### src/design/assert_macros.svh
// Assertion macros used by the calendar conversion design files.
// No dependencies; included by every file that asserts.
`ifndef ASSERT_MACROS_SVH
`define ASSERT_MACROS_SVH

// Consequent must hold in the same cycle as the antecedent.
`define ASSERT_IMPLIES(lbl, clk, rst, ante, cons) \
   lbl: assert property (@(posedge clk) disable iff (rst) (ante) |-> (cons)) \
      else $error("assertion failed");

// Consequent must hold in the cycle after the antecedent.
`define ASSERT_NEXT(lbl, clk, rst, ante, cons) \
   lbl: assert property (@(posedge clk) disable iff (rst) (ante) |=> (cons)) \
      else $error("assertion failed");

`endif

### src/design/ntl_pkg.sv
// Types, constants and small functions shared by the calendar conversion design.
// No dependencies.
`default_nettype none

package ntl_pkg;

   localparam logic [31:0] NTP_UNIX_DELTA = 32'd2208988800;
   localparam logic [15:0] SECS_PER_HOUR  = 16'd3600;
   localparam logic [16:0] SECS_PER_DAY   = 17'd86400;
   localparam logic [3:0]  TZ_RESET       = 4'd1;

   // Reciprocals for division by constants. Each is exact over the value range it is used on.
   localparam logic [28:0] MS_RECIP    = 29'd274877907; // (x * r) >> 38 is x / 1000
   localparam logic [25:0] DAY_RECIP   = 26'd50903317;  // ((t >> 7) * r) >> 35 is t / 86400
   localparam logic [15:0] Y1460_RECIP = 16'd45965;     // ((d >> 2) * r) >> 24 is d / 1460
   localparam logic [17:0] Y365_RECIP  = 18'd183860;    // (d * r) >> 26 is d / 365
   localparam logic [12:0] HOUR_RECIP  = 13'd4661;      // ((s >> 4) * r) >> 20 is s / 3600
   localparam logic [10:0] MIN_RECIP   = 11'd1093;      // ((s >> 2) * r) >> 14 is s / 60
   localparam logic [16:0] WDAY_RECIP  = 17'd74899;     // (d * r) >> 19 is d / 7
   localparam logic [12:0] MOD7_RECIP  = 13'd4682;      // (x * r) >> 15 is x / 7

   // Day-count constants of the 400-year Gregorian era, counted from 0000-03-01.
   localparam logic [19:0] EPOCH_DAYS = 20'd719468;
   localparam logic [19:0] ERA4_START = 20'd584388;
   localparam logic [19:0] ERA5_START = 20'd730485;
   localparam logic [17:0] CENT_DAYS  = 18'd36524;

   localparam logic [3:0] MONTH_MARCH     = 4'd3;
   localparam logic [3:0] MONTH_APRIL     = 4'd4;
   localparam logic [3:0] MONTH_SEPTEMBER = 4'd9;
   localparam logic [3:0] MONTH_OCTOBER   = 4'd10;

   localparam int SPLIT_STAGES = 7;
   localparam int DST_STAGES   = 4;

   typedef struct packed {
      logic [11:0] year;
      logic [3:0]  month;
      logic [4:0]  day;
      logic [2:0]  weekday;
      logic [4:0]  hour;
      logic [5:0]  minute;
      logic [5:0]  second;
   } cal_type;

   typedef struct packed {
      logic [31:0] t;
      logic        summer;
   } side_type;

   // First day of each month in a year that starts on 1 March.
   function automatic logic [8:0] month_start(input logic [3:0] mp);
      logic [8:0] ofs;
      case (mp)
         4'd0:    ofs = 9'd0;
         4'd1:    ofs = 9'd31;
         4'd2:    ofs = 9'd61;
         4'd3:    ofs = 9'd92;
         4'd4:    ofs = 9'd122;
         4'd5:    ofs = 9'd153;
         4'd6:    ofs = 9'd184;
         4'd7:    ofs = 9'd214;
         4'd8:    ofs = 9'd245;
         4'd9:    ofs = 9'd275;
         4'd10:   ofs = 9'd306;
         4'd11:   ofs = 9'd337;
         default: ofs = 9'd0;
      endcase
      return ofs;
   endfunction

   // Month index from March, found by comparing against every month start in parallel.
   function automatic logic [3:0] month_index(input logic [8:0] doy);
      logic [3:0] idx;
      idx = 4'd0;
      for (int k = 1; k < 12; k++) begin
         if (doy >= month_start(4'(k))) begin
            idx = idx + 4'd1;
         end
      end
      return idx;
   endfunction

endpackage

`default_nettype wire

### src/design/ntl_dst.sv
// Four-stage pipeline for the EU summer-time rule on standard-time calendar fields.
// Depends on ntl_pkg; adds the summer hour to the seconds count when the rule applies.
`default_nettype none

module ntl_dst
   import ntl_pkg::*;
(
   input  wire logic       clock,
   input  wire logic       reset,
   input  wire logic [3:0] tz_hours,
   input  wire logic       in_valid,
   output logic            in_ready,
   input  wire cal_type    in_cal,
   input  wire side_type   in_side,
   output logic            out_valid,
   input  wire logic       out_ready,
   output side_type        out_side
);

   logic [DST_STAGES-1:0] v_ff, v_in, adv;

   logic [14:0] year5;
   logic [9:0]  now_in;
   logic [31:0] e1_t_ff;
   logic [3:0]  e1_month_ff;
   logic [9:0]  e1_now_ff;
   logic [12:0] e1_k_ff;

   logic [12:0] x4, x1;
   logic [31:0] e2_t_ff;
   logic [3:0]  e2_month_ff;
   logic [9:0]  e2_now_ff;
   logic [12:0] e2_x4_ff, e2_x1_ff;
   logic [25:0] e2_p4_ff, e2_p1_ff;

   logic [12:0] r4_full, r1_full;
   logic [9:0]  lim_mar, lim_oct;
   logic        summer;
   logic [31:0] e3_t_ff;
   logic        e3_summer_ff;

   side_type    e4_side_ff, e4_side_in;

   assign adv[3]   = !v_ff[3] || out_ready;
   assign adv[2]   = !v_ff[2] || adv[3];
   assign adv[1]   = !v_ff[1] || adv[2];
   assign adv[0]   = !v_ff[0] || adv[1];
   assign v_in     = (v_ff & ~adv) | ({v_ff[DST_STAGES-2:0], in_valid} & adv);
   assign in_ready = adv[0];

   always_ff @(posedge clock) begin
      if (reset) begin
         v_ff <= '0;
      end else begin
         v_ff <= v_in;
      end
   end

   // Stage 1: hour count as day times 24 plus hour, and the year term of the Sunday formula.
   assign year5  = 15'(in_cal.year) * 15'd5;
   assign now_in = 10'(in_cal.hour) + 10'(in_cal.day) * 10'd24;

   // Stage 2: reciprocal products for the two modulo-seven residues.
   assign x4 = e1_k_ff + 13'd4;
   assign x1 = e1_k_ff + 13'd1;

   // Stage 3: the change falls on the last Sunday at 01:00 UTC, expressed in local
   // standard hours as day times 24 plus hour.
   assign r4_full = e2_x4_ff - 13'(e2_p4_ff[25:15]) * 13'd7;
   assign r1_full = e2_x1_ff - 13'(e2_p1_ff[25:15]) * 13'd7;
   assign lim_mar = 10'd1 + 10'(tz_hours) + 10'(5'd31 - 5'(r4_full[2:0])) * 10'd24;
   assign lim_oct = 10'd1 + 10'(tz_hours) + 10'(5'd31 - 5'(r1_full[2:0])) * 10'd24;

   always_comb begin
      unique case (e2_month_ff) inside
         MONTH_MARCH:                     summer = e2_now_ff >= lim_mar;
         MONTH_OCTOBER:                   summer = e2_now_ff < lim_oct;
         [MONTH_APRIL:MONTH_SEPTEMBER]:   summer = 1'b1;
         default:                         summer = 1'b0;
      endcase
   end

   // Stage 4: add the summer hour, wrapping modulo 2^32.
   always_comb begin
      e4_side_in.t      = e3_t_ff + (e3_summer_ff ? 32'(SECS_PER_HOUR) : 32'd0);
      e4_side_in.summer = e3_summer_ff;
   end

   always_ff @(posedge clock) begin
      if (adv[0]) begin
         e1_t_ff     <= in_side.t;
         e1_month_ff <= in_cal.month;
         e1_now_ff   <= now_in;
         e1_k_ff     <= year5[14:2];
      end
      if (adv[1]) begin
         e2_t_ff     <= e1_t_ff;
         e2_month_ff <= e1_month_ff;
         e2_now_ff   <= e1_now_ff;
         e2_x4_ff    <= x4;
         e2_x1_ff    <= x1;
         e2_p4_ff    <= 26'(x4) * 26'(MOD7_RECIP);
         e2_p1_ff    <= 26'(x1) * 26'(MOD7_RECIP);
      end
      if (adv[2]) begin
         e3_t_ff      <= e2_t_ff;
         e3_summer_ff <= summer;
      end
      if (adv[3]) begin
         e4_side_ff <= e4_side_in;
      end
   end

   assign out_valid = v_ff[DST_STAGES-1];
   assign out_side  = e4_side_ff;

endmodule

`default_nettype wire

### config.mk
export PLATFORM = sky130hd
export DESIGN_NAME = ntl_dst
export DESIGN_NICKNAME = d
export VERILOG_FILES = /design/src/design/assert_macros.svh /design/src/design/ntl_pkg.sv /design/src/design/ntl_dst.sv
export SDC_FILE = /design/constraint.sdc
export NUM_CORES = 1
export LEC_CHECK = 0
export BUFFER_PORTS_ARGS = -buffer_cell sky130_fd_sc_hd__buf_2
export CORE_AREA = 2 2 125 217
export DETAILED_ROUTE_END_ITERATION = 12
export DIE_AREA = 0 0 127 219
export PLACE_DENSITY = 0.71
export SLEW_MARGIN = 10
export SYNTH_ARGS = -nofsm -noshare
export SYNTH_HDL_FRONTEND = slang
export SYNTH_SLANG_ARGS = --single-unit
### constraint.sdc
create_clock -name clock -period 5.95 [get_ports clock]
set_input_delay 0.8925 -clock clock [delete_from_list [all_inputs] [get_ports clock]]
set_output_delay 0.8925 -clock clock [all_outputs]
set_load 0.02 [all_outputs]
==> results.toml <==
[floorplanning]
start_util = 0.4252
rows = 78
core_um2 = 25960
die_w_um = 127
ios = 117
die_area_um2 = 27810
dieHeight_um = 219

[cells_and_area]
fillers = 2269
most-common-layout-cells = "183 x edfxtp_1, 152 x ha_1, 125 x inv_1"
synthToLayoutAreaGrowth_pct = 13.53
final_util = 0.4827
final_common_cell = "edfxtp_1"
drive_gt1_frac = 0.1615
antennaDiodeCount = 0
nets = 1228

[synth]
synth_edf_count = 183
async_flop_share = 0
ys_ff_latch = 187
synth_nets = 1105
syn_avg_cell_area_um2 = 13.40
ys.flop_type = "edfxtp_1"
ys.warnings.count = 0
postSynthCellCount = 824
seq_area_frac_synth = 0.5051
netlist_area_um2 = 11040
yosysUniqueCellTypes = 55

[setup_path]
startpoint_type = "flop"
r2r_start = "e1_k_ff[2]"
cp_common_cell = "inv_1"
crit_buf_inv = 6
crit_type = "flop to flop"
slowest_delay_ns = 0.54
rrSetupSlack_ns = 0.89
cp-end-kind = "flop"
critPathMaxFanout = 10
worstPathCellList = "buf_4 > ha_1 > nand2_1 > xnor2_1 > buf_4 > ha_1 > inv_1 > fa_1 > inv_1 > fa_1 > inv_1 > fa_1 > inv_1 > ha_1 > and3_1 > a221oi_1 > o21ai_0 > a21oi_1 > o21bai_1 > a21oi_1 > xnor2_1"
critical_path.top_delay_family = "adder cells"
critPathRequiredTime_ns = 6.12
worst_path_max_delay_cell = "fa_1"
cp.arrival_ns = 5.23
reg2reg_depth = 21
r2r_end = "e2_p1_ff[17]"

[timing]
fmax_mhz = 197.7
slew_viol_final = 0
relSlewSlack = 0.2410
period_minus_slack_ns = 5.059
whs_ns = 0.4113
finClkSkew_ns = 0.007076
grt_setup_unrepaired = "no"
setup_viol = 0
fin_crit_sh = 0.8502
hold_viol = 0
worst_pin_slew_ns = 1.137
fin_setup_tns_ns = 0

[run_status]
status = "completed"

[global_routing]
overflow = 0
grtUsageTotal = 0.1362
antenna_found_initial = 0
grt_max_degree = 59
grt_pass1_wl_um = 29010
grt_pass1_vias = 6417

[cts]
ctsResizeCount = 0
clk_pin_slew_worst_paths_ns = 0.07
h-tree-depth = 4
cts_inserted_buffers = 17
clk_latency_ns = 0.44
clockBufferDepth = 2
hold_buffers = 0
cts_tree = "yes"
clock-root-buffer = "clkbuf_16"
cts_setup_buffers = 0
cts_num_sinks = 187

[placement]
hpwl_um = 14580
gp_congestion = 0.8195
portBuffers = 100

[drt]
wl_um = 17910
post-route-drc-count = 0
wl_per_cell_um = 13.99
vias = 6336
dr.first_iter.drc_count = 243
drt-vias-per-instance = 4.950
ant_nets = 0
first_pass_iters = 4

[run]
cap_viol_max_count = 0

[hold_path]
min-delay-start = "e2_t_ff[28]"
min_path_type = "flop to flop"
holdPathEnd = "e3_t_ff[28]"
min_path_cells = 0
-- worst max path at each step --
stage               start  cells past startpoint           end  slack [ns]
4_1_cts        e1_k_ff[2]                     21  e2_p1_ff[17]        0.86
6_report       e1_k_ff[2]                     21  e2_p1_ff[17]        0.89
3_3_place_gp   e1_k_ff[2]                     21  e2_p1_ff[17]        0.93
3_5_place_dp   e1_k_ff[2]                     21  e2_p1_ff[17]        0.89
2_1_floorplan  e1_k_ff[0]                     19  e2_p1_ff[17]        1.31
5_1_grt        e1_k_ff[4]                     18  e2_p1_ff[17]        0.55
-- Yosys cell counts (all sizes together) (2+ instances only) --
cell type	instances	share of area
o2bb2ai	2	0.0016
and3	6	0.0039
dfxtp	4	0.0073
xor2	30	0.025
xnor2	71	0.056
a21boi	3	0.0020
a41o	2	0.0018
a31oi	2	0.0011
a311oi	2	0.0016
o21ai	11	0.0050
o21a	4	0.0027
nand4	11	0.0076
nor3b	3	0.0020
a21oi	28	0.013
o21bai	5	0.0034
nor2	30	0.011
nand3	13	0.0063
and4	4	0.0033
nand2b	6	0.0034
or2	2	0.0011
inv	126	0.043
a21o	10	0.0068
nor3	8	0.0041
nor2b	9	0.0051
clkbuf	3	0.0028
ha	152	0.17
o211ai	3	0.0020
edfxtp	183	0.50
fa	47	0.085
nand2	31	0.011
-- sequential cells by signal (all words and copies together), names as in the netlist, named ones only --
name	count
e2_x1_ff	3
e2_now_ff	10
e1_month_ff	4
e2_month_ff	4
out_side	33
e1_t_ff	32
e2_p4_ff	3
e3_summer_ff	1
e1_now_ff	10
e2_t_ff	32
e2_p1_ff	3
e3_t_ff	32
e2_x4_ff	3
e1_k_ff	13
-- logic make-up (layout without fill, tap and decap cells) --
logic type | after synthesis | after routing | share of synthesized area
DFF | 187 | 187 | 0.5051
adders and majority gates | 199 | 199 | 0.2575
and+or+nand+nor | 126 | 126 | 0.06110
xor gates and xnor gates | 101 | 101 | 0.08150
AOI/OAI and AO/OA | 81 | 81 | 0.04840
buffers and inverters | 130 | 266 | 0.04636
-- area by class of cell --
cell class	count	area [um^2]	area share
repair buffers	108	560.5	0.04473
well taps	320	400.4	0.03195
flip-flops and latches	187	5575	0.4449
clock inverters	14	140.1	0.01118
multi-input cells	507	4954	0.3953
clock buffers	18	429.2	0.03425
inverters	126	473.0	0.03774
-- per-layer routing --
metal	routed length [um]	up-vias	GRT usage	share of wire
li1	-	3112	-	-
met1	6286	3058	0.1226	0.35
met2	10380	126	0.2753	0.58
met3	563	40	0.02779	0.031
met4	673	0	0.07326	0.038
met5	0	-	0	0
-- metrics by stage --
stage / instance area [um^2] / std cells / worst slack (ns)
floorplan: 11040 / 824 / 1.312
global placement: 11960 / 1248 / 0.9320
finish: 12530 / 1280 / 0.8912
detailed placement: 11960 / 1248 / 0.8875
global route: 12530 / 1280 / 0.5509
CTS: 12530 / 1280 / 0.8636
Power is not shown: default switching activity piles up to over one toggle a cycle in this logic, so the estimate is an artifact.
