### src/design/assert_macros.svh
// Assertion macros used by the calendar conversion design files.
// No dependencies; included by every file that asserts.
`ifndef ASSERT_MACROS_SVH
`define ASSERT_MACROS_SVH

// Consequent must hold in the same cycle as the antecedent.
`define ASSERT_IMPLIES(lbl, clk, rst, ante, cons) \
   lbl: assert property (@(posedge clk) disable iff (rst) (ante) |-> (cons)) \
      else $error("assertion failed");

// Consequent must hold in the cycle after the antecedent.
`define ASSERT_NEXT(lbl, clk, rst, ante, cons) \
   lbl: assert property (@(posedge clk) disable iff (rst) (ante) |=> (cons)) \
      else $error("assertion failed");

`endif

### src/design/ntl_pkg.sv
// Types, constants and small functions shared by the calendar conversion design.
// No dependencies.
`default_nettype none

package ntl_pkg;

   localparam logic [31:0] NTP_UNIX_DELTA = 32'd2208988800;
   localparam logic [15:0] SECS_PER_HOUR  = 16'd3600;
   localparam logic [16:0] SECS_PER_DAY   = 17'd86400;
   localparam logic [3:0]  TZ_RESET       = 4'd1;

   // Reciprocals for division by constants. Each is exact over the value range it is used on.
   localparam logic [28:0] MS_RECIP    = 29'd274877907; // (x * r) >> 38 is x / 1000
   localparam logic [25:0] DAY_RECIP   = 26'd50903317;  // ((t >> 7) * r) >> 35 is t / 86400
   localparam logic [15:0] Y1460_RECIP = 16'd45965;     // ((d >> 2) * r) >> 24 is d / 1460
   localparam logic [17:0] Y365_RECIP  = 18'd183860;    // (d * r) >> 26 is d / 365
   localparam logic [12:0] HOUR_RECIP  = 13'd4661;      // ((s >> 4) * r) >> 20 is s / 3600
   localparam logic [10:0] MIN_RECIP   = 11'd1093;      // ((s >> 2) * r) >> 14 is s / 60
   localparam logic [16:0] WDAY_RECIP  = 17'd74899;     // (d * r) >> 19 is d / 7
   localparam logic [12:0] MOD7_RECIP  = 13'd4682;      // (x * r) >> 15 is x / 7

   // Day-count constants of the 400-year Gregorian era, counted from 0000-03-01.
   localparam logic [19:0] EPOCH_DAYS = 20'd719468;
   localparam logic [19:0] ERA4_START = 20'd584388;
   localparam logic [19:0] ERA5_START = 20'd730485;
   localparam logic [17:0] CENT_DAYS  = 18'd36524;

   localparam logic [3:0] MONTH_MARCH     = 4'd3;
   localparam logic [3:0] MONTH_APRIL     = 4'd4;
   localparam logic [3:0] MONTH_SEPTEMBER = 4'd9;
   localparam logic [3:0] MONTH_OCTOBER   = 4'd10;

   localparam int SPLIT_STAGES = 7;
   localparam int DST_STAGES   = 4;

   typedef struct packed {
      logic [11:0] year;
      logic [3:0]  month;
      logic [4:0]  day;
      logic [2:0]  weekday;
      logic [4:0]  hour;
      logic [5:0]  minute;
      logic [5:0]  second;
   } cal_type;

   typedef struct packed {
      logic [31:0] t;
      logic        summer;
   } side_type;

   // First day of each month in a year that starts on 1 March.
   function automatic logic [8:0] month_start(input logic [3:0] mp);
      logic [8:0] ofs;
      case (mp)
         4'd0:    ofs = 9'd0;
         4'd1:    ofs = 9'd31;
         4'd2:    ofs = 9'd61;
         4'd3:    ofs = 9'd92;
         4'd4:    ofs = 9'd122;
         4'd5:    ofs = 9'd153;
         4'd6:    ofs = 9'd184;
         4'd7:    ofs = 9'd214;
         4'd8:    ofs = 9'd245;
         4'd9:    ofs = 9'd275;
         4'd10:   ofs = 9'd306;
         4'd11:   ofs = 9'd337;
         default: ofs = 9'd0;
      endcase
      return ofs;
   endfunction

   // Month index from March, found by comparing against every month start in parallel.
   function automatic logic [3:0] month_index(input logic [8:0] doy);
      logic [3:0] idx;
      idx = 4'd0;
      for (int k = 1; k < 12; k++) begin
         if (doy >= month_start(4'(k))) begin
            idx = idx + 4'd1;
         end
      end
      return idx;
   endfunction

endpackage

`default_nettype wire

### src/design/ntl_front.sv
// Front stages: NTP seconds to local standard-time seconds, two register stages.
// Depends on ntl_pkg.
`default_nettype none

module ntl_front
   import ntl_pkg::*;
(
   input  wire logic        clock,
   input  wire logic        reset,
   input  wire logic [3:0]  tz_hours,
   input  wire logic        in_valid,
   output logic             in_ready,
   input  wire logic [31:0] ntp_seconds,
   input  wire logic [31:0] elapsed_ms,
   output logic             out_valid,
   input  wire logic        out_ready,
   output side_type         out_side
);

   logic [1:0]  v_ff, v_in, adv;
   logic [15:0] tz_secs;
   logic [31:0] base_ff, base_in;
   logic [60:0] ms_prod_ff, ms_prod_in;
   logic [31:0] t_ff, t_in;

   assign adv[1]   = !v_ff[1] || out_ready;
   assign adv[0]   = !v_ff[0] || adv[1];
   assign v_in     = (v_ff & ~adv) | ({v_ff[0], in_valid} & adv);
   assign in_ready = adv[0];

   // All sums wrap modulo 2^32, which also maps stamps before 1970 into the next NTP era.
   assign tz_secs    = 16'(tz_hours) * SECS_PER_HOUR;
   assign base_in    = ntp_seconds + {16'd0, tz_secs} - NTP_UNIX_DELTA;
   assign ms_prod_in = 61'(elapsed_ms) * 61'(MS_RECIP);
   assign t_in       = base_ff + {9'd0, ms_prod_ff[60:38]};

   always_ff @(posedge clock) begin
      if (reset) begin
         v_ff <= '0;
      end else begin
         v_ff <= v_in;
      end
   end

   always_ff @(posedge clock) begin
      if (adv[0]) begin
         base_ff    <= base_in;
         ms_prod_ff <= ms_prod_in;
      end
      if (adv[1]) begin
         t_ff <= t_in;
      end
   end

   always_comb begin
      out_side.t      = t_ff;
      out_side.summer = 1'b0;
   end

   assign out_valid = v_ff[1];

endmodule

`default_nettype wire

### config.mk
export PLATFORM = sky130hd
export DESIGN_NAME = ntl_front
export DESIGN_NICKNAME = d
export VERILOG_FILES = /design/src/design/assert_macros.svh /design/src/design/ntl_pkg.sv /design/src/design/ntl_front.sv
export SDC_FILE = /design/constraint.sdc
export NUM_CORES = 1
export LEC_CHECK = 0
export BUFFER_PORTS_ARGS = -buffer_cell sky130_fd_sc_hd__buf_2
export CAP_MARGIN = 20
export CORE_MARGIN = 3
export CORE_UTILIZATION = 40
export DETAILED_ROUTE_END_ITERATION = 10
export PLACE_DENSITY = 0.58
export SYNTH_ARGS = -nofsm -noshare
export SYNTH_HDL_FRONTEND = slang
export SYNTH_SLANG_ARGS = --single-unit
### constraint.sdc
create_clock -name clock -period 11.14 [get_ports clock]
set_input_delay 2.228 -clock clock [delete_from_list [all_inputs] [get_ports clock]]
set_output_delay 2.228 -clock clock [all_outputs]
set_load 0.01 [all_outputs]
==> results of run 1 <==
-- state kept, by name, indices dropped and copies added, names as in the netlist, named ones only --
name        count
ms_prod_ff     23
base_ff        32
t_ff           32
-- synthesized netlist by cell type (all sizes together), types with 4 or more instances --
| library cell | instances |
|---|---|
| and2 | 5 |
| or2 | 6 |
| xor2 | 26 |
| nand2b | 9 |
| a211oi | 10 |
| a31o | 5 |
| a21o | 43 |
| nand4 | 16 |
| nor4b | 4 |
| a31oi | 4 |
| nor2b | 12 |
| o31ai | 4 |
| and3 | 8 |
| o21bai | 9 |
| o211ai | 6 |
| nor3 | 16 |
| ha | 457 |
| clkbuf | 4 |
| nor2 | 51 |
| a21oi | 89 |
| fa | 303 |
| inv | 576 |
| nand2 | 58 |
| xnor2 | 50 |
| nand3 | 16 |
| nor4 | 6 |
| o21ai | 47 |
| o21a | 8 |
| edfxtp | 87 |
-- worst reg2reg max path, cell delays in order (launching register included) --
cell	delay (ns)
edfxtp_1	0.43
ha_1	0.29
a21o_1	0.16
a21oi_1	0.39
o21ai_0	0.22
nand2_1	0.16
o21ai_1	0.18
or4_1	0.47
a31o_2	0.26
a21oi_1	0.17
xnor2_1	0.08
-- final cells by class --
class	count	area, um2	area share, %
inverters	576	2162	9.990
clock buffers	9	225.2	1.041
clock inverters	7	72.57	0.3353
repair buffers	107	540.5	2.498
well taps	664	830.8	3.839
flip-flops and latches	89	2653	12.26
multi-input cells	1308	15160	70.04
-- worst max-delay path by stage --
stage / start / end / slack, ns / depth (start not counted)
3_3_place_gp: elapsed_ms[10] / ms_prod_ff[57] / 1.86 / 23
3_5_place_dp: elapsed_ms[10] / ms_prod_ff[57] / 1.83 / 23
6_report: elapsed_ms[10] / ms_prod_ff[57] / 2.16 / 23
2_1_floorplan: elapsed_ms[4] / ms_prod_ff[57] / 2.49 / 24
5_1_grt: elapsed_ms[8] / ms_prod_ff[59] / 1.80 / 25
4_1_cts: elapsed_ms[10] / ms_prod_ff[57] / 2.20 / 23
-- per-layer routing --
metal  routed length, um  global-route usage [%]
met5                  13                       0
met4                 491                   2.510
met3                1913                   2.114
met2               22960                   31.02
met1               23990                   28.06
-- per-stage QoR --
step | util (%) | std cells
floorplan | - | 1978
global route | 44.03 | 2760
CTS | 44.03 | 2760
global placement | 43.42 | 2744
detailed placement | 43.42 | 2744
finish | 44.03 | 2760
-- cells in the final DEF (no fill, tap or decap), drive strengths merged, types with 4 or more instances in the layout --
cell	n
nand4	16
and3	8
o31ai	4
nand3	16
nor4b	4
a31o	5
fa	303
clkbuf	9
a21oi	89
nor2b	12
a31oi	4
a211oi	10
xor2	26
nor3	16
a21o	43
nand2	58
o21ai	47
ha	457
or2	6
buf	107
o21bai	9
and2	5
edfxtp	87
o211ai	6
nand2b	9
nor4	6
o21a	8
xnor2	50
nor2	51
inv	579
-- cell families after synthesis --
family	count (synthesis)	synth area share (%)
other cells	1	0.01876
fa+ha+maj	760	58.94
flops	89	13.27
buf+inv	581	10.93
xor+xnor	76	3.329
compound gates	251	8.023
simple gates	218	5.388
mux	2	0.1064
==> impl_metrics.json, run 1 <==
{
  "drtIter0Drc": 628,
  "post_drt_wl_per_cell_um": 17.89,
  "cts_hold_buffers": 0,
  "rr_endpoint": "t_ff[19]",
  "grt_pass1_vias": 14410,
  "wirelength_um": 49370,
  "crit_fanout": 11,
  "cts.path.max_buffers": 2,
  "hold_depth": 2,
  "synth_fp_nets": 2810,
  "portBuffers": 105,
  "cts_tree": "yes",
  "reg2reg_setup_slack_ns": 8.09,
  "dpl_cell_area_um2": 21340,
  "root_buffer": "clkbuf_16",
  "overflow": 0,
  "r2r-start": "ms_prod_ff[39]",
  "synth-seq-area-share_pct": 13.27,
  "synth_top_cell_by_area": "fa_1",
  "synth_edf_count": 87,
  "clkLatencyLatePin_ns": 0.35,
  "area_growth_pct": 8.248,
  "ys_top_cells_by_area": "fa_1, ha_1, edfxtp_1",
  "nFillCells": 4734,
  "crit_top_cell": "fa_1",
  "grt_max_degree": 56,
  "period_needed_ns": 8.979,
  "cts.clk_slew.worst_paths_ns": 0.07,
  "hpwl_um": 43850,
  "worstMarginPinSlew_ns": 0.8548,
  "drc": 0,
  "maxCapViolCount": 0,
  "worstSetupEndpointType": "flop",
  "setup_viol": 0,
  "start_util_pct": 40.67,
  "slowest_delay_ns": 0.50,
  "yosys_warnings": 0,
  "syn_area_um2": 19990,
  "path_cells": "buf_2 -> ha_1 -> fa_1 -> fa_1 -> inv_1 -> fa_1 -> inv_1 -> fa_1 -> fa_1 -> fa_1 -> inv_1 -> fa_1 -> inv_1 -> ha_1 -> a21oi_2 -> o211ai_1 -> a2111oi_2 -> nor2_1 -> a31o_1 -> a31o_2 -> o221a_4 -> and4b_1 -> or4_1",
  "gp_congestion": 0.9296,
  "slew_headroom_pct": 42.53,
  "critPathRequiredTime_ns": 11.23,
  "cts_made_buffers": 9,
  "ys_ff_latch": 89,
  "synth_cell_type_count": 64,
  "htreeDepth": 3,
  "rsz0062_at_grt": "no",
  "cts_setup_buffers": 0,
  "cpMaxStageDelayCell": "fa_1",
  "setup_tns_ns": 0,
  "route.antenna.remaining_nets": 0,
  "io-pin-count": 107,
  "design_area_um2": 21640,
  "antenna_cells": 0,
  "die_area_um2": 52700,
  "cts.sinks": 89,
  "grt_pass1_wl_um": 78650,
  "status": "completed",
  "crit_buf_inv": 5,
  "skew_ns": 0.01004,
  "ff2ff_path_depth": 10,
  "syn_area_per_cell_um2": 10.11,
  "cp.arrival_ns": 9.07,
  "hold_ws_ns": 0.5207,
  "path_delay_family": "adder cells",
  "track_usage_pct": 19.05,
  "final_nets": 2923,
  "drv_slew": 0,
  "place_ws_ns": 1.829,
  "die_y_um": 229.6,
  "hold_path.class": "reg -> reg",
  "antenna_found_initial": 1,
  "core_area_um2": 49150,
  "hold_viol_final": 0,
  "synth_ff_type": "edfxtp_1",
  "finalWorstSetupSlack_ns": 2.161,
  "drt-pass1-iter-count": 5,
  "die_x_um": 229.6,
  "synth_top_area_share_pct": 30.34,
  "period_share_pct": 80.60,
  "syn_inst": 1978,
  "vias_per_cell": 4.936,
  "fmax_mhz": 111.4,
  "cts-resized-gates": 0,
  "vias": 13620,
  "cp-start-kind": "primary input",
  "rows": 81,
  "drive_gt1_share_pct": 6.727,
  "async_flop_share_pct": 0,
  "crit_type": "in -> reg"
}
Power of run 1 is not shown: default switching activity piles up to over one toggle a cycle in this logic, so the estimate is an artifact.
==> run 2: changes to the inputs <==
==> constraint.sdc (replaced) <==
create_clock -name clock -period 9 [get_ports clock]
set_input_delay 1.8 -clock clock [delete_from_list [all_inputs] [get_ports clock]]
set_output_delay 1.8 -clock clock [all_outputs]
set_load 0.01 [all_outputs]
==> run 2 against run 1 <==
Compared with the run above:
- via count rose by 0.33%
- first-iteration DRC count rose by 14%
- sequential share of layout area fell by 0.085 points
- critical path depth rose by 1
- final area rose by 0.70%
==> impl_metrics.json, run 2 (synthesized netlist as in run 1, its figures left out) <==
{
  "crit_top_cell": "fa_1",
  "grt_max_degree": 56,
  "hpwl_um": 44530,
  "cts.sinks": 89,
  "crit_fanout": 6,
  "cts.clk_slew.worst_paths_ns": 0.07,
  "die_area_um2": 52700,
  "place_inst": 2764,
  "area_growth_pct": 9.006,
  "track_usage_pct": 19.25,
  "wirelength_um": 49630,
  "portBuffers": 105,
  "ff2ff_path_depth": 10,
  "fmax_mhz": 116.7,
  "root_buffer": "clkbuf_16",
  "setup_viol": 0,
  "core_area_um2": 49150,
  "crit_type": "in -> reg",
  "rows": 81,
  "final_nets": 2943,
  "fin_util_pct": 44.34,
  "rsz0062_at_grt": "no",
  "seq_area_um2": 2653,
  "hold_viol_final": 0,
  "gp_congestion": 0.9384,
  "worstMarginPinSlew_ns": 0.9190,
  "final_cell_mix": "inv_1, ha_1, fa_1, buf_2",
  "antenna_found_initial": 1,
  "overflow": 0,
  "cp-start-kind": "primary input",
  "grt_pass1_wl_um": 79480,
  "setup_tns_ns": 0,
  "reg_top3": "base_ff x32, t_ff x32, ms_prod_ff x23",
  "drtIter0Drc": 718,
  "cts_tree": "yes",
  "multi_input_area_um2": 15160,
  "post_drt_wl_per_cell_um": 17.85,
  "slowest_delay_ns": 0.53,
  "vias": 13670,
  "clkLatencyLatePin_ns": 0.35,
  "antenna_cells": 0,
  "worstSetupEndpointType": "flop",
  "grt_pass1_vias": 14620,
  "vias_per_cell": 4.916,
  "start_util_pct": 40.67,
  "die_x_um": 229.6,
  "rr_endpoint": "t_ff[19]",
  "reg2reg_setup_slack_ns": 5.95,
  "design_area_um2": 21790,
  "route.antenna.remaining_nets": 0,
  "cpMaxStageDelayCell": "fa_1",
  "slew_headroom_pct": 38.21,
  "skew_ns": 0.009231,
  "status": "completed",
  "io-pin-count": 107,
  "nFillCells": 4741,
  "cts_made_buffers": 9,
  "drc": 0,
  "cts.path.max_buffers": 2,
  "finalNonFillerCells": 2780,
  "hold_path.class": "reg -> reg",
  "path_cells": "buf_2 -> ha_1 -> fa_1 -> fa_1 -> inv_1 -> fa_1 -> inv_1 -> fa_1 -> inv_1 -> fa_1 -> inv_1 -> fa_1 -> inv_1 -> fa_1 -> inv_1 -> ha_1 -> nand2_1 -> nor3_1 -> nand2_1 -> nor3_1 -> a31o_2 -> o221a_4 -> nor4b_1 -> or4_1",
  "dpl_cell_area_um2": 21490,
  "period_share_pct": 95.23,
  "hold_depth": 2,
  "htreeDepth": 3,
  "drv_slew": 0,
  "drive_gt1_share_pct": 7.609,
  "critPathRequiredTime_ns": 9.08,
  "die_y_um": 229.6,
  "period_needed_ns": 8.570,
  "maxCapViolCount": 0,
  "final_common_cell": "inv_1",
  "cp.arrival_ns": 8.65,
  "r2r-start": "ms_prod_ff[39]",
  "drt-pass1-iter-count": 5
}
run 2: cell types whose count changed in the layout (fill, tap and decap cells not counted), sizes merged:
cell / previous run / this run
buf: 107 / 127
clkinv: 1 / 3
clkinvlp: 3 / 1
run 2: layout make-up:
| cell class | instances | share of cell area, % |
|---|---|---|
| tap | 664 | 3.812 |
| timing repair buffer | 127 | 3.169 |
| clock inverter | 7 | 0.3330 |
| inverter | 576 | 9.921 |
| sequential | 89 | 12.17 |
| multi-input combinational | 1308 | 69.56 |
| clock buffer | 9 | 1.033 |
run 2: how the worst max path moves through the flow:
stage	startpoint	end	cells past startpoint
6_report	elapsed_ms[23]	ms_prod_ff[57]	24
5_1_grt	elapsed_ms[23]	ms_prod_ff[59]	26
4_1_cts	elapsed_ms[8]	ms_prod_ff[57]	25
3_5_place_dp	elapsed_ms[8]	ms_prod_ff[57]	25
3_3_place_gp	elapsed_ms[11]	ms_prod_ff[59]	24
2_1_floorplan	elapsed_ms[4]	ms_prod_ff[57]	24
run 2: routing by layer:
| layer | vias up | part of all wire [%] | global-route usage, % |
|---|---|---|---|
| met4 | 0 | 0.69 | 1.941 |
| li1 | 6646 | - | - |
| met3 | 23 | 4.3 | 2.786 |
| met1 | 6761 | 49 | 27.97 |
| met2 | 237 | 47 | 31.60 |
| met5 | - | 0 | 0 |
run 2: per-stage QoR:
step	setup slack [ns]	hold WS, ns
after floorplan	0.7777	0.4631
after global placement	0.1361	0.4992
after detailed placement	0.09454	0.5135
after CTS	0.4751	0.5230
after global routing	0.07745	0.5364
final	0.4296	0.5190
run 2: worst max-delay path, delay by kind of cell:
| kind | cells | cell delay, ns |
|---|---|---|
| fa+ha+maj | 9 | 4.04 |
| simple gates | 6 | 1.79 |
| buf+inv | 7 | 0.45 |
| compound gates | 2 | 0.55 |
run 2: what timing repair did:
item	CTS	global route
hold buffers	0	0
resized for setup	0	1
buffers inserted	0	0
endpoints found under the setup margin	0	1
Power of run 2 is left out for the same reason.
==> run 3: changes to the inputs <==
--- a/config.mk
+++ b/config.mk
@@ -10,6 +10,7 @@
 export CORE_MARGIN = 3
 export CORE_UTILIZATION = 40
 export DETAILED_ROUTE_END_ITERATION = 10
+export GPL_TIMING_DRIVEN = 0
 export PLACE_DENSITY = 0.58
 export SYNTH_ARGS = -nofsm -noshare
 export SYNTH_HDL_FRONTEND = slang
==> run 3 against run 2 <==
Compared with the run above:
- cell count fell by 0.54%
- non-clock buffer count is 15 lower
- final area down 0.26%
- global-route usage fell by 0.22 points
- fmax fell by 1.7%
- worst hold slack improved by 0.024 ns
- count of clock-buffer cells in the layout increased by 1
- largest cell class unchanged
- routed wire length decreased by 1.7%
- sequential cell count unchanged
==> impl_metrics.json, run 3 (synthesized netlist as in run 1, its figures left out) <==
{
  "status": "completed",
  "overflow": 0,
  "cp.arrival_ns": 8.80,
  "grt_pass1_wl_um": 79130,
  "r2r-start": "base_ff[7]",
  "core_area_um2": 49150,
  "ff2ff_path_depth": 10,
  "reg_top3": "base_ff x32, t_ff x32, ms_prod_ff x23",
  "hold_viol_final": 0,
  "route.antenna.remaining_nets": 0,
  "cts_tree": "yes",
  "drtIter0Drc": 823,
  "grt_pass1_vias": 14770,
  "worstMarginPinSlew_ns": 0.5798,
  "hold_path.class": "reg -> reg",
  "drc": 0,
  "slew_headroom_pct": 60.92,
  "rows": 81,
  "crit_type": "in -> reg",
  "portBuffers": 105,
  "fin_util_pct": 44.22,
  "critPathRequiredTime_ns": 9.07,
  "antenna_cells": 0,
  "critPathLaunch": "elapsed_ms[7]",
  "cp-start-kind": "primary input",
  "cts.sinks": 89,
  "cts_hold_buffers": 0,
  "htreeDepth": 3,
  "drt-pass1-iter-count": 5,
  "antenna_found_initial": 1,
  "die_x_um": 229.6,
  "hold_ws_ns": 0.5432,
  "worstSetupEndpointType": "flop",
  "hold_depth": 2,
  "cts.path.max_buffers": 2,
  "maxCapViolCount": 0,
  "grt_max_degree": 40,
  "drv_slew": 0,
  "setup_tns_ns": 0,
  "cts_setup_buffers": 0,
  "cts.clk_slew.worst_paths_ns": 0.07,
  "final_cell_mix": "inv_1, ha_1, fa_1, buf_2, edfxtp_1",
  "cts_made_buffers": 9,
  "nFillCells": 4740,
  "area_growth_pct": 8.717,
  "post_drt_wl_per_cell_um": 17.64,
  "final_nets": 2928,
  "hpwl_um": 42350,
  "fmax_mhz": 114.7,
  "clkLatencyLatePin_ns": 0.34,
  "wirelength_um": 48770,
  "start_util_pct": 40.67,
  "period_needed_ns": 8.722,
  "die_area_um2": 52700,
  "io-pin-count": 107,
  "vias": 13810,
  "vias_per_cell": 4.993,
  "root_buffer": "clkbuf_16",
  "die_y_um": 229.6,
  "seq_area_um2": 2653,
  "multi_input_area_um2": 15210,
  "period_share_pct": 96.91,
  "rsz0062_at_grt": "no",
  "skew_ns": 0.007802,
  "setup_viol": 0,
  "final_common_cell": "inv_1",
  "drive_gt1_share_pct": 7.044,
  "track_usage_pct": 19.03,
  "crit_fanout": 11,
  "gp_congestion": 0.8805
}
run 3: cell types whose count changed in the layout (fill, tap and decap cells not counted), sizes merged:
cell,previous run,this run
buf,127,105
clkbuf,9,17
clkinv,3,1
clkinvlp,1,3
inv,579,578
run 3: what timing repair did:
| item | CTS | global route |
|---|---|---|
| resized for setup | 1 | 12 |
| endpoints found under the setup margin | 1 | 9 |
| pin swaps | 0 | 0 |
run 3: worst max-delay path, stage by stage:
cell and delay, ns:
clkbuf_4 0.22, ha_1 0.45, fa_1 0.43, fa_1 0.49, inv_1 0.05, fa_1 0.47, inv_1 0.05, fa_1 0.49
inv_1 0.05, fa_1 0.53, inv_1 0.05, fa_1 0.49, inv_1 0.05, fa_1 0.48, inv_1 0.04, ha_1 0.34
a21oi_4 0.18, o211ai_1 0.18, a2111oi_2 0.38, nor2_1 0.08, a31o_1 0.24, a31o_2 0.27, o221a_4 0.27, and4b_1 0.18
or4_1 0.50
run 3: final timing paths:
path | end | slack (ns)
hold reg to reg | flop | 0.54
setup reg to reg | t_ff[26] | 6.12
hold / removal | flop | 0.54
setup / recovery | ms_prod_ff[57] | 0.28
run 3: final cells by class:
cell class / instances / area share (%)
multi-input combinational: 1308 / 69.96
sequential: 89 / 12.20
inverter: 576 / 9.947
tap: 664 / 3.822
timing repair buffer: 107 / 2.671
clock buffer: 10 / 1.053
clock inverter: 6 / 0.2360
buffer: 5 / 0.1036
run 3: metrics by stage:
step	std cells	area, um2	worst slack (ns)
after CTS	2765	21680	0.02966
after floorplan	1978	19990	0.7777
after detailed placement	2749	21400	-0.4925
after global routing	2765	21740	0.06151
after global placement	2747	21350	-0.4303
final	2765	21740	0.2783
run 3: per-layer routing:
| layer | GRT usage, % | part of all wire (%) | vias to the layer above |
|---|---|---|---|
| li1 | - | - | 6610 |
| met4 | 2.157 | 0.61 | 0 |
| met5 | 0 | 0 | - |
| met1 | 27.93 | 49 | 6921 |
| met3 | 2.090 | 3.5 | 20 |
| met2 | 31.29 | 47 | 256 |
Power of run 3 is left out for the same reason.
